`src/hdl/pic_pkg.sv`:
```
// Shared types, constants and priority functions of the interrupt controller.
package pic_pkg;

  // Width of each per-line request counter
  localparam int unsigned COUNT_WIDTH = 8;
  localparam int unsigned NUM_LINES   = 8;

  // Base vectors loaded by the master strap
  localparam logic [7:0] VEC_MASTER = 8'h08;
  localparam logic [7:0] VEC_SLAVE  = 8'h70;

  // Command-port byte decoding
  localparam int unsigned ICW1_BIT      = 4;
  localparam logic [1:0]  SEL_OCW2      = 2'b00;
  localparam logic [1:0]  SEL_OCW3      = 2'b01;
  localparam int unsigned OCW3_POLL_BIT = 2;
  localparam int unsigned OCW3_RR_BIT   = 1;
  localparam int unsigned OCW3_RIS_BIT  = 0;
  localparam int unsigned OCW3_ESMM_BIT = 6;
  localparam int unsigned OCW3_SMM_BIT  = 5;
  localparam int unsigned ICW4_AEOI_BIT = 1;
  localparam int unsigned ICW4_SFNM_BIT = 4;
  localparam logic [7:0]  VBASE_MASK    = 8'hF8;
  localparam logic [7:0]  POLL_HIT      = 8'h80;

  // ICW sequence steps
  localparam logic [2:0] STEP_ICW2 = 3'd2;
  localparam logic [2:0] STEP_ICW4 = 3'd4;

  typedef enum logic [2:0] {
    FUNC_READ   = 3'd0,
    FUNC_WRITE  = 3'd1,
    FUNC_RAISE  = 3'd2,
    FUNC_ACK    = 3'd3,
    FUNC_UNMASK = 3'd4
  } func_e;

  typedef enum logic [2:0] {
    OCW2_EOI_NS  = 3'd1,
    OCW2_EOI_SP  = 3'd3,
    OCW2_ROT_NS  = 3'd5,
    OCW2_SET_PRI = 3'd6,
    OCW2_ROT_SP  = 3'd7
  } ocw2_e;

  typedef struct packed {
    logic [2:0] func;
    logic       port_offset;
    logic [7:0] write_data;
    logic [2:0] irq_line;
  } in_item_t;

  typedef struct packed {
    logic [7:0] read_data;
    logic       int_pending;
    logic [7:0] int_vector;
    logic [7:0] in_service_mask;
  } out_item_t;

  typedef struct packed {
    logic poll;
    logic sfnm;
    logic smm;
    logic rsel;
    logic aeoi;
  } mode_t;

  typedef struct packed {
    logic       found;
    logic [2:0] line;
  } hit_t;

  // Post-item state seen by the result logic
  typedef struct packed {
    logic [7:0] req;
    logic [7:0] mask;
    logic [7:0] isr;
    logic [2:0] lpl;
    logic       smm;
    logic       sfnm;
    logic [7:0] vbase;
  } pic_view_t;

  // Highest-priority set bit; the line after lpl ranks first
  function automatic hit_t top_line(logic [7:0] bits, logic [2:0] lpl);
    hit_t       h;
    logic [2:0] ln;
    h = '0;
    for (int k = 8; k >= 1; k--) begin
      ln = lpl + 3'(k);
      if (bits[ln]) begin
        h.found = 1'b1;
        h.line  = ln;
      end
    end
    return h;
  endfunction

  // Request allowed to interrupt now, under nesting and special mask
  function automatic hit_t pending_line(logic [7:0] req, logic [7:0] mask,
                                        logic [7:0] isr, logic [2:0] lpl,
                                        logic smm, logic sfnm);
    hit_t       hp;
    hit_t       hs;
    logic [2:0] pp;
    logic [2:0] sp;
    hp = top_line(req & ~mask, lpl);
    hs = top_line(isr, lpl);
    pp = hp.line - lpl - 3'd1;
    sp = hs.line - lpl - 3'd1;
    if (hp.found && hs.found && !smm && (pp >= sp) &&
        !(sfnm && (hp.line == hs.line))) begin
      hp.found = 1'b0;
    end
    return hp;
  endfunction

endpackage

```
`src/hdl/pic_state.sv`:
```
// Controller registers and the execution of one item on them.
module pic_state import pic_pkg::*; (
  input  logic      clk_i,
  input  logic      rst_ni,
  input  logic      exec_i,
  input  in_item_t  item_i,
  input  logic      cfg_we_i,
  input  logic      cfg_data_i,
  output pic_view_t view_o,
  output logic [7:0] rd_o
);

  localparam logic [COUNT_WIDTH-1:0] CNT_MAX = '1;

  logic [7:0]             mask_q, mask_d;
  logic [7:0]             req_q, req_d;
  logic [7:0]             isr_q, isr_d;
  logic [COUNT_WIDTH-1:0] cnt_q [NUM_LINES];
  logic [COUNT_WIDTH-1:0] cnt_d [NUM_LINES];
  logic [2:0]             step_q, step_d;
  logic                   active_q, active_d;
  logic [7:0]             vbase_q, vbase_d;
  logic [2:0]             lpl_q, lpl_d;
  mode_t                  flags_q, flags_d;
  logic                   master_q;

  hit_t                   ack_hit;
  hit_t                   isr_hit;
  hit_t                   poll_hit;
  logic [2:0]             cnt_idx;
  logic [COUNT_WIDTH-1:0] cnt_rd;
  logic [COUNT_WIDTH-1:0] cnt_new;
  logic [7:0]             v;

  // Priority lookups on the current state
  assign ack_hit  = top_line(req_q & ~mask_q, lpl_q);
  assign isr_hit  = top_line(isr_q, lpl_q);
  assign poll_hit = pending_line(req_q, mask_q, isr_q, lpl_q, flags_q.smm, flags_q.sfnm);
  assign v        = item_i.write_data;

  // One counter port: acknowledge uses the chosen line, raise its own line
  assign cnt_idx = (func_e'(item_i.func) == FUNC_ACK) ? ack_hit.line : item_i.irq_line;
  assign cnt_rd  = cnt_q[cnt_idx];

  // Next state of one item
  always_comb begin
    mask_d   = mask_q;
    req_d    = req_q;
    isr_d    = isr_q;
    cnt_d    = cnt_q;
    step_d   = step_q;
    active_d = active_q;
    vbase_d  = vbase_q;
    lpl_d    = lpl_q;
    flags_d  = flags_q;
    rd_o     = '0;
    cnt_new  = cnt_rd;
    if (exec_i) begin
      unique case (func_e'(item_i.func))
        FUNC_READ: begin
          if (item_i.port_offset) begin
            rd_o = mask_q;
          end else if (flags_q.poll) begin
            flags_d.poll = 1'b0;
            if (poll_hit.found) begin
              isr_d[poll_hit.line] = 1'b1;
              req_d[poll_hit.line] = 1'b0;
              rd_o = POLL_HIT | {5'd0, poll_hit.line};
            end
          end else begin
            rd_o = flags_q.rsel ? isr_q : req_q;
          end
        end
        FUNC_WRITE: begin
          if (!item_i.port_offset) begin
            priority if (v[ICW1_BIT]) begin
              active_d     = 1'b1;
              step_d       = 3'd1;
              mask_d       = '0;
              isr_d        = '0;
              lpl_d        = 3'd7;
              flags_d.smm  = 1'b0;
              flags_d.poll = 1'b0;
              flags_d.rsel = 1'b0;
            end else if (v[4:3] == SEL_OCW2) begin
              unique case (ocw2_e'(v[7:5]))
                OCW2_EOI_NS: begin
                  if (isr_hit.found) isr_d[isr_hit.line] = 1'b0;
                end
                OCW2_EOI_SP: isr_d[v[2:0]] = 1'b0;
                OCW2_ROT_NS: begin
                  if (isr_hit.found) begin
                    isr_d[isr_hit.line] = 1'b0;
                    lpl_d = isr_hit.line;
                  end
                end
                OCW2_ROT_SP: begin
                  isr_d[v[2:0]] = 1'b0;
                  lpl_d = v[2:0];
                end
                OCW2_SET_PRI: lpl_d = v[2:0];
                default: ;
              endcase
            end else if (v[4:3] == SEL_OCW3) begin
              if (v[OCW3_POLL_BIT]) flags_d.poll = 1'b1;
              if (v[OCW3_RR_BIT])   flags_d.rsel = v[OCW3_RIS_BIT];
              if (v[OCW3_ESMM_BIT]) flags_d.smm  = v[OCW3_SMM_BIT];
            end else begin
            end
          end else if (active_q) begin
            // ICW2..ICW4; the cascade byte is dropped
            step_d = step_q + 3'd1;
            if (step_d == STEP_ICW2) begin
              vbase_d = v & VBASE_MASK;
            end else if (step_d == STEP_ICW4) begin
              flags_d.aeoi = v[ICW4_AEOI_BIT];
              flags_d.sfnm = v[ICW4_SFNM_BIT];
              active_d     = 1'b0;
            end
          end else begin
            mask_d = v;
          end
        end
        FUNC_RAISE: begin
          if (cnt_rd != CNT_MAX) cnt_new = cnt_rd + 1'b1;
          cnt_d[cnt_idx]        = cnt_new;
          req_d[item_i.irq_line] = 1'b1;
        end
        FUNC_ACK: begin
          if (ack_hit.found) begin
            if (cnt_rd != '0) cnt_new = cnt_rd - 1'b1;
            cnt_d[cnt_idx] = cnt_new;
            if (cnt_new == '0) req_d[ack_hit.line] = 1'b0;
            if (!flags_q.aeoi) isr_d[ack_hit.line] = 1'b1;
          end
        end
        FUNC_UNMASK: mask_d[item_i.irq_line] = 1'b0;
        default: ;
      endcase
    end
    // Strap write reloads the default base
    if (cfg_we_i) vbase_d = cfg_data_i ? VEC_MASTER : VEC_SLAVE;
  end

  // State registers
  always_ff @(posedge clk_i or negedge rst_ni) begin
    if (!rst_ni) begin
      mask_q   <= 8'hFF;
      req_q    <= '0;
      isr_q    <= '0;
      cnt_q    <= '{default: '0};
      step_q   <= '0;
      active_q <= 1'b0;
      vbase_q  <= VEC_MASTER;
      lpl_q    <= '0;
      flags_q  <= '0;
      master_q <= 1'b1;
    end else begin
      mask_q   <= mask_d;
      req_q    <= req_d;
      isr_q    <= isr_d;
      cnt_q    <= cnt_d;
      step_q   <= step_d;
      active_q <= active_d;
      vbase_q  <= vbase_d;
      lpl_q    <= lpl_d;
      flags_q  <= flags_d;
      if (cfg_we_i) master_q <= cfg_data_i;
    end
  end

  // Result sees the state after the item
  assign view_o = '{req: req_d, mask: mask_d, isr: isr_d, lpl: lpl_d,
                    smm: flags_d.smm, sfnm: flags_d.sfnm, vbase: vbase_d};

  // The ICW sequence only runs through its data-port steps
  a_step_range: assert property (@(posedge clk_i) disable iff (!rst_ni)
    active_q |-> (step_q == 3'd1 || step_q == 3'd2 || step_q == 3'd3))
    else $error("init step out of range while initializing");

  // Base vector keeps the low bits of the strap default or ICW2 alignment
  a_vbase_low: assert property (@(posedge clk_i) disable iff (!rst_ni)
    vbase_q[2:0] == 3'd0)
    else $error("vector base not 8-aligned");

  // Strap value stays consistent with the base after a strap write
  a_strap: assert property (@(posedge clk_i) disable iff (!rst_ni)
    cfg_we_i |=> (vbase_q == (master_q ? VEC_MASTER : VEC_SLAVE)))
    else $error("strap write did not load base vector");

endmodule

```
`src/hdl/pic_resolver.sv`:
```
// Priority resolver: forms one result item from the post-item state.
module pic_resolver import pic_pkg::*; (
  input  pic_view_t  view_i,
  input  logic [7:0] rd_i,
  output out_item_t  result_o
);

  hit_t pend;

  assign pend = pending_line(view_i.req, view_i.mask, view_i.isr, view_i.lpl,
                             view_i.smm, view_i.sfnm);

  // Vector is zero when nothing is pending
  always_comb begin
    result_o.read_data       = rd_i;
    result_o.int_pending     = pend.found;
    result_o.int_vector      = pend.found ? (view_i.vbase + {5'd0, pend.line}) : '0;
    result_o.in_service_mask = view_i.isr;
  end

endmodule

```
`src/hdl/priority_interrupt_controller.sv`:
```
// Top level of the eight-line programmable interrupt controller.
// Each item (bus read, bus write, line raise, acknowledge or unmask) sits in
// the input register until it is executed. The edge that executes it also
// loads its result item into the output register. So a result is valid
// once its item has passed the input and output registers, and one item
// per cycle is sustained; the input stalls only while out_stall_i holds a result.
// The whole item is executed by the register update logic between the input
// and output registers, which also sets the clock limit. The strap write
// (cfg_we_i) selects the master or slave default base vector and must be
// issued only while the block is idle.
module priority_interrupt_controller import pic_pkg::*; (
  input  logic      clk_i,
  input  logic      rst_ni,
  input  logic      in_valid_i,
  output logic      in_stall_o,
  input  in_item_t  in_item_i,
  output logic      out_valid_o,
  input  logic      out_stall_i,
  output out_item_t out_item_o,
  input  logic      cfg_we_i,
  input  logic      cfg_data_i
);

  logic       in_vld_q;
  in_item_t   in_q;
  logic       out_vld_q;
  out_item_t  out_q;
  logic       advance;
  pic_view_t  view;
  logic [7:0] rd;
  out_item_t  result;

  // Input item moves on when the output register is free or draining
  assign advance    = in_vld_q && (!out_vld_q || !out_stall_i);
  assign in_stall_o = in_vld_q && !advance;

  pic_state u_state (
    .clk_i     (clk_i),
    .rst_ni    (rst_ni),
    .exec_i    (advance),
    .item_i    (in_q),
    .cfg_we_i  (cfg_we_i),
    .cfg_data_i(cfg_data_i),
    .view_o    (view),
    .rd_o      (rd)
  );

  pic_resolver u_resolver (
    .view_i  (view),
    .rd_i    (rd),
    .result_o(result)
  );

  // Input register
  always_ff @(posedge clk_i or negedge rst_ni) begin
    if (!rst_ni) begin
      in_vld_q <= 1'b0;
    end else if (!in_stall_o) begin
      in_vld_q <= in_valid_i;
    end
  end

  always_ff @(posedge clk_i) begin
    if (in_valid_i && !in_stall_o) in_q <= in_item_i;
  end

  // Output register
  always_ff @(posedge clk_i or negedge rst_ni) begin
    if (!rst_ni) begin
      out_vld_q <= 1'b0;
    end else if (advance) begin
      out_vld_q <= 1'b1;
    end else if (!out_stall_i) begin
      out_vld_q <= 1'b0;
    end
  end

  always_ff @(posedge clk_i) begin
    if (advance) out_q <= result;
  end

  assign out_valid_o = out_vld_q;
  assign out_item_o  = out_q;

  // Input side only backs up behind a stalled result
  a_stall_cause: assert property (@(posedge clk_i) disable iff (!rst_ni)
    in_stall_o |-> (out_valid_o && out_stall_i))
    else $error("input stalled without a blocked result");

  // Every executed item produces a result next cycle
  a_exec_result: assert property (@(posedge clk_i) disable iff (!rst_ni)
    advance |=> out_valid_o)
    else $error("executed item gave no result");

  // No vector without a pending interrupt
  a_vec_zero: assert property (@(posedge clk_i) disable iff (!rst_ni)
    (out_valid_o && !out_item_o.int_pending) |-> (out_item_o.int_vector == 8'd0))
    else $error("vector set with nothing pending");

endmodule

```
`config.mk`:
```
export PLATFORM = sky130hd
export DESIGN_NAME = priority_interrupt_controller
export DESIGN_NICKNAME = d
export VERILOG_FILES = /design/src/hdl/pic_pkg.sv /design/src/hdl/pic_state.sv /design/src/hdl/pic_resolver.sv /design/src/hdl/priority_interrupt_controller.sv
export SDC_FILE = /design/constraint.sdc
export NUM_CORES = 1
export LEC_CHECK = 0
export ABC_AREA = 0
export ABC_CLOCK_PERIOD_IN_PS = 15370
export BUFFER_PORTS_ARGS = -buffer_cell sky130_fd_sc_hd__buf_2
export CORE_ASPECT_RATIO = 2
export CORE_MARGIN = 2
export CORE_UTILIZATION = 45
export CTS_CLUSTER_DIAMETER = 40
export DETAILED_ROUTE_END_ITERATION = 7
export HOLD_SLACK_MARGIN = 0.1
export PLACE_DENSITY = 0.63
export SYNTH_ARGS = -nofsm -noshare
export SYNTH_HDL_FRONTEND = slang
export SYNTH_SLANG_ARGS = --single-unit
```
`constraint.sdc`:
```
create_clock -name clk_i -period 15.37 [get_ports clk_i]
set_clock_uncertainty 0.1 [all_clocks]
set_input_delay 3.8425 -clock clk_i [delete_from_list [all_inputs] [get_ports clk_i]]
set_output_delay 3.8425 -clock clk_i [all_outputs]
set_load 0.01 [all_outputs]
```
==> results of run 1 <==
[registers in the layout, summed over array words and instances (netlist names)]
| register | flops |
|---|---|
| u_state.lpl_q | 3 |
| in_vld_q | 1 |
| u_state.mask_q | 8 |
| u_state.cnt_q | 64 |
| u_state.active_q | 1 |
| out_item_o | 25 |
| u_state.vbase_q | 8 |
| in_q | 15 |
| u_state.flags_q | 5 |
| out_valid_o | 1 |
| u_state.isr_q | 8 |
| u_state.req_q | 8 |
| u_state.step_q | 3 |
[worst max path at each step]
stage / from / to / cells after the start
floorplan: out_stall_i / out_item_o[10]$_SDFFCE_PN0P_ / 31
global placement: out_stall_i / out_item_o[14]$_SDFFCE_PN0P_ / 28
detailed placement: out_stall_i / out_item_o[9]$_SDFFCE_PN0P_ / 28
CTS: out_stall_i / out_item_o[9]$_SDFFCE_PN0P_ / 29
global route: out_stall_i / out_item_o[9]$_SDFFCE_PN0P_ / 28
finish: out_stall_i / out_item_o[14]$_SDFFCE_PN0P_ / 28
[layer usage]
layer	vias up	track usage	routed length, um
li1	5261	-	-
met5	-	0	14
met4	2	0.262	4680
met1	5797	0.304	14800
met2	582	0.570	24400
met3	256	0.0680	2780
[Yosys cell counts (14+ instances only)]
cell type | number | area share
mux2i_1 | 78 | 0.061
nand3_1 | 40 | 0.016
nand2b_1 | 28 | 0.014
o22ai_1 | 17 | 0.0083
edfxtp_1 | 40 | 0.094
inv_1 | 36 | 0.011
o21ai_0 | 84 | 0.033
xnor2_1 | 27 | 0.019
mux2_2 | 82 | 0.072
ha_1 | 22 | 0.022
a31oi_1 | 14 | 0.0069
nand2_1 | 142 | 0.042
nor3_1 | 39 | 0.015
and2_1 | 17 | 0.0083
a22oi_1 | 19 | 0.011
nor2_1 | 111 | 0.033
o21ai_1 | 15 | 0.0059
and3_1 | 22 | 0.011
dfrtp_1 | 101 | 0.20
mux4_2 | 23 | 0.041
a21oi_1 | 54 | 0.021
clkbuf_1 | 49 | 0.014
[cell families after synthesis]
family | count (synthesis)
adders and majority gates | 27
muxes | 190
and+or+nand+nor | 489
xor gates and xnor gates | 38
DFF | 150
buffers and inverters | 128
AOI/OAI and AO/OA | 374
[worst reg2reg max path: cells and delay by family, from the launching register on]
kind                     cells  cell delay (ns)
AO/OA/AOI/OAI               12             3.31
flip-flops                   1             0.33
XOR/XNOR                     4             0.61
multiplexers                 5             1.88
AND/OR/NAND/NOR              7             1.12
adder cells (fa/ha/maj)      6             2.54
buffers and inverters        4             0.98
[metrics by stage]
step | instances | cell area (um^2) | total power [uW]
finish | 1774 | 13800 | 3130
global route | 1772 | 13800 | 3320
CTS | 1772 | 13800 | 3070
detailed placement | 1740 | 13200 | 2640
global placement | 1740 | 13200 | 2640
floorplan | 1396 | 12700 | 2110
[where the power goes]
group | internal, uW | switching (uW) | leakage [uW]
Sequential | 507 | 99.1 | 0.00179
Combinational | 784 | 1320 | 0.00357
Clock | 217 | 204 | 0.000282
[layout make-up]
class / count / area, um^2
sequential: 150 / 3970
multi-input combinational: 1118 / 8200
clock inverter: 15 / 155
antenna: 2 / 5.00
clock buffer: 17 / 425
tap: 356 / 445
timing repair buffer: 71 / 418
fill: 2686 / 14300
inverter: 45 / 170
==> summary.md, run 1 <==
| Metric | Value |
|---|---|
| Final worst-path cycle share | `0.741` |
| Core Util, Final | `0.491` |
| Global route overflow | `0` |
| Outcome | `completed` |
| Critical path type | `input port to register` |
| Tot GR Track Use | `0.320` |
| CTS HTree Levels | `4` |
| Post-Synth XOR/XNOR Area | `0.0282` |
| Slew margin rel. | `0.247` |
| RSZ-0062 raised after global routing | `false` |
| Maximum vdd drop | `0.000146 V` |
| Reg2reg start | `u_state.lpl_q[0]$_DFF_PN0_` |
| Syn Inst Count | `1396` |
| Post-synthesis simple-gate area fraction | `0.193` |
| Die area | `0.0298 mm^2` |
| Area delta synth->final | `8.12%` |
| WP data arrival | `11.49 ns` |
| Lkg Pwr | `0.00564 uW` |
| Final setup fails | `0` |
| Commonest non-fill, non-tap cell in the layout | `nand2_1` |
| Post-synth EDFFs | `40` |
| Vias per cell | `6.71` |
| GP Congestion | `1.08` |
| Hold Vio Cnt, Final | `0` |
| Initial Util | `0.454` |
| Post-route ant nets | `0` |
| Commonest non-fill, non-tap cells in the layout | `142 x nand2_1, 110 x nor2_1, 101 x dfrtp_1` |
| Clock tree buffer depth | `2` |
| WP buf/inv | `6` |
| Reported max-cap violation count | `0` |
| Netlist Area Pre-Place | `0.0127 mm^2` |
| Final Net Count | `1451` |
| Wirelength, routed | `46600 um` |
| Clock sink total | `150` |
| Vias | `11900` |
| Reg-to-reg endpoint | `out_item_o[14]$_SDFFCE_PN0P_` |
| CP max stage cell | `inv_1` |
| CP max stage delay | `0.89 ns` |
| WP data required | `15.48 ns` |
| Startpoint Class | `input port` |
| Cell Pwr Density | `227 mW/mm^2` |
| Setup WS pre-CTS | `3.61 ns` |
| R2R cell count | `38` |
| Clock root buffer | `clkbuf_16` |
| Top FF cell, synth | `dfrtp_1` |
| Vias in the first global route | `12000` |
| Fmax | `0.0879 GHz` |
| Async set or reset register ratio after synthesis | `0.733` |
| HP Start | `u_state.cnt_q[41]$_DFFE_PN0P_` |
| Delay-heaviest family, CP | `compound AO/OA/AOI/OAI gates` |
| Syn Area/Cell | `9.13 um^2` |
| Most used cell along the critical path | `nand2_1` |
| Slew @ Worst Pin | `1.12 ns` |
| Compound-gate portion of the synthesized area | `0.207` |
| Hold Path Class | `register to register` |
| # port buffers | `47` |
| Worst Hold Depth | `2` |
| CTS tree | `yes` |
| Hold EP | `u_state.cnt_q[41]$_DFFE_PN0P_` |
| Die H | `242 um` |
| Starting DRT DRC Count | `973` |
| Average wire per standard cell | `26.3 um` |
| R2r setup slk | `4.26 ns` |
| Sequential share of the synthesized area | `0.311` |
| Number of synthesized register bits | `150` |
| Post_cts resized | `0` |
| Core Box Area | `0.0281 mm^2` |
| Mux contribution to synthesized area | `0.185` |
| Setup slack after layout | `3.99 ns` |
| Clock-pin slew on the worst setup and hold paths | `0.07 ns` |
| Dpl hpwl | `35000 um` |
| Pins Over Slew Limit | `0` |
| Final min period | `11.38 ns` |
| Site row count | `87` |
| TritonCTS Buffers | `17` |
| Distinct cells, synth | `111` |
| Largest family of logic cells by synthesized area | `compound AO/OA/AOI/OAI gates` |
| Postcts setup bufs | `0` |
| CP Max Fanout | `34` |
| Largest net degree at the start of global routing | `68` |
| Crit end category | `register` |
| Hold buffers post-CTS | `0` |
| First-pass GRT wire length | `70700 um` |
| Setup TNS | `0 ns` |
| YS warnings | `0` |
| DRC | `0` |
| Layout cells sized above 1 | `0.191` |
| IO Count | `48` |
| Worst skew pair latency | `0.47 ns` |
| TritonRoute pass-1 iters | `8` |
| Antenna violations before repair | `3` |
| Net count after synthesis | `1444` |
| Hold WS | `0.385 ns` |
| Adder-cell area share of the yosys netlist | `0.0294` |
| Die Wd | `123 um` |
Note: power is estimated with default switching activity, not from simulation.
==> inputs of run 2 (changes only) <==
Settings changed: ABC_AREA 0 to 1, ABC_CLOCK_PERIOD_IN_PS 15370 to 9800, PLACE_DENSITY 0.63 to 0.66.
Clock period 15.37 ns to 9.8 ns, I/O delays scaled along.
==> summary.md, run 2 <==
| Metric | Value |
|---|---|
| Distinct cells, synth | `47` |
| Synth area leader | `dfrtp_1` |
| # port buffers | `47` |
| Post-route ant nets | `0` |
| Ant diodes | `0` |
| Vias per cell | `5.81` |
| CP max stage cell | `dfrtp_1` |
| Antenna violations before repair | `2` |
| Worst skew pair latency | `0.46 ns` |
| TritonRoute pass-1 iters | `8` |
| Layout cells sized above 1 | `0.0921` |
| WP buf/inv | `5` |
| Crit end category | `register` |
| Hold WS | `0.382 ns` |
| GP Congestion | `1.08` |
| Dpl hpwl | `37900 um` |
| Mux contribution to synthesized area | `0.000860` |
| Area after DPL | `0.0123 mm^2` |
| Commonest non-fill, non-tap cells in the layout | `495 x nand2_1, 285 x nand3_1, 238 x inv_1` |
| Outcome | `completed` |
| Core Box Area | `0.0255 mm^2` |
| Most used cell along the critical path | `nand2_1` |
| Slew margin rel. | `0.193` |
| Max FFs per register | `64` |
| CTS HTree Levels | `4` |
| Biggest register | `u_state.cnt_q` |
| Tot GR Track Use | `0.363` |
| Most common cell in the netlist | `nand2_1` |
| Critical path type | `register to register` |
| CP max stage delay | `0.73 ns` |
| Vias | `12600` |
| Commonest non-fill, non-tap cell in the layout | `nand2_1` |
| Vias in the first global route | `12700` |
| WP data arrival | `9.02 ns` |
| Final setup fails | `0` |
| Die H | `231 um` |
| Starting DRT DRC Count | `1102` |
| WP data required | `9.91 ns` |
| Final worst-path cycle share | `0.909` |
| Lkg Pwr | `0.00621 uW` |
| CTS tree | `yes` |
| Async set or reset register ratio after synthesis | `0.733` |
| Syn Inst Count | `1774` |
| Slew @ Worst Pin | `1.20 ns` |
| Area delta synth->final | `10.9%` |
| Fmax | `0.112 GHz` |
| Synth cell count leaders | `495 x nand2_1, 285 x nand3_1, 238 x inv_1` |
| Wirelength, routed | `48800 um` |
| Clock root buffer | `clkbuf_16` |
| TritonCTS Buffers | `17` |
| Clock sink total | `150` |
| Synth top area share | `0.217` |
| Post_cts resized | `0` |
| Net count after synthesis | `1822` |
| Hold buffers post-CTS | `0` |
| IO Count | `48` |
| Largest family of logic cells by synthesized area | `simple AND/OR/NAND/NOR gates` |
| Maximum vdd drop | `0.000227 V` |
| Final min period | `8.91 ns` |
| Top FF cell, synth | `dfrtp_1` |
| Sequential share of the synthesized area | `0.340` |
| Clock tree buffer depth | `2` |
| Syn Area/Cell | `6.56 um^2` |
| Cell Pwr Density | `289 mW/mm^2` |
| Die area | `0.0273 mm^2` |
| Number of synthesized register bits | `150` |
| Fillers | `2749` |
| Adder-cell area share of the yosys netlist | `0.0322` |
| RSZ-0062 raised after global routing | `false` |
| Die Wd | `118 um` |
| Final Net Count | `1869` |
| Delay-heaviest family, CP | `simple AND/OR/NAND/NOR gates` |
| First-pass GRT wire length | `73700 um` |
| Hold Path Class | `register to register` |
| Startpoint Class | `register` |
| Initial Util | `0.456` |
| Largest net degree at the start of global routing | `67` |
| Average wire per standard cell | `22.4 um` |
| Clock-pin slew on the worst setup and hold paths | `0.07 ns` |
| YS warnings | `0` |
| Post-synthesis simple-gate area fraction | `0.370` |
| Post-synth EDFFs | `40` |
| Final Cell Area | `0.0129 mm^2` |
| Site row count | `83` |
| Core Util, Final | `0.505` |
| DRC | `0` |
| Global route overflow | `0` |
| Post-Synth XOR/XNOR Area | `0.0194` |
| Setup TNS | `0 ns` |
| Pins Over Slew Limit | `0` |
| CP Max Fanout | `16` |
| Hold Vio Cnt, Final | `0` |
| Netlist Area Pre-Place | `0.0116 mm^2` |
| Compound-gate portion of the synthesized area | `0.137` |
| Postcts setup bufs | `0` |
| Largest cells by area after synthesis | `dfrtp_1 22%, nand2_1 16%, nand3_1 12%` |
| Reported max-cap violation count | `0` |
run 2: area by class of cell:
cell class                 count  area [um^2]  area share
multi-input combinational   1323         6510       0.505
sequential                   150         3970       0.307
inverter                     257          965      0.0747
clock buffer                  17          425      0.0330
timing repair buffer          72          425      0.0330
tap                          340          425      0.0330
clock inverter                15          190      0.0147
run 2: through the flow:
step | power (uW) | std cells | setup WS, ns
finish | 3740 | 2174 | 0.890
global route | 4030 | 2174 | 0.119
CTS | 3690 | 2174 | 1.08
detailed placement | 2980 | 2142 | 1.10
global placement | 2970 | 2142 | 1.17
floorplan | 2370 | 1774 | 1.15
run 2: cells by family (layout without fill, tap and decap cells):
| kind of cell | after synthesis | in the layout |
|---|---|---|
| compound gates | 293 | 293 |
| buf+inv | 301 | 361 |
| xor+xnor | 25 | 25 |
| fa+ha+maj | 27 | 27 |
| simple gates | 977 | 977 |
| mux | 1 | 1 |
| flops | 150 | 150 |
run 2: worst paths after layout:
kind	to	from	slack, ns	depth (start not counted)
worst min-delay path	u_state.cnt_q[35]$_DFFE_PN0P_	u_state.cnt_q[35]$_DFFE_PN0P_	0.38	2
worst max-delay path	out_item_o[13]$_SDFFCE_PN0P_	u_state.lpl_q[1]$_DFF_PN0_	0.89	46
max in group asynchronous	u_state.vbase_q[4]$_DFF_PN0_	rst_ni	6.35	2
min in group asynchronous	u_state.cnt_q[25]$_DFFE_PN0P_	rst_ni	1.90	1
worst max register to register	out_item_o[13]$_SDFFCE_PN0P_	u_state.lpl_q[1]$_DFF_PN0_	0.89	46
worst min register to register	u_state.cnt_q[35]$_DFFE_PN0P_	u_state.cnt_q[35]$_DFFE_PN0P_	0.38	2
run 2: worst reg2reg max path, delay by kind of cell, from the launching register on:
kind,cells,cell delay [ns]
simple gates,20,2.34
fa+ha+maj,7,2.32
compound gates,10,2.01
flops,1,0.73
xor+xnor,4,0.66
buf+inv,5,0.50
run 2: layer usage:
layer,track usage,wire [um]
met5,0,13
met1,0.320,15300
met2,0.659,25000
met3,0.0701,2450
met4,0.378,6080
run 2: where the power goes:
part	leakage [uW]	internal, uW	total, uW	switching [uW]
Combinational	0.00417	589	2030	1440
Sequential	0.00174	851	1000	149
Clock	0.000301	407	704	297
Total	0.00621	1850	3740	1890
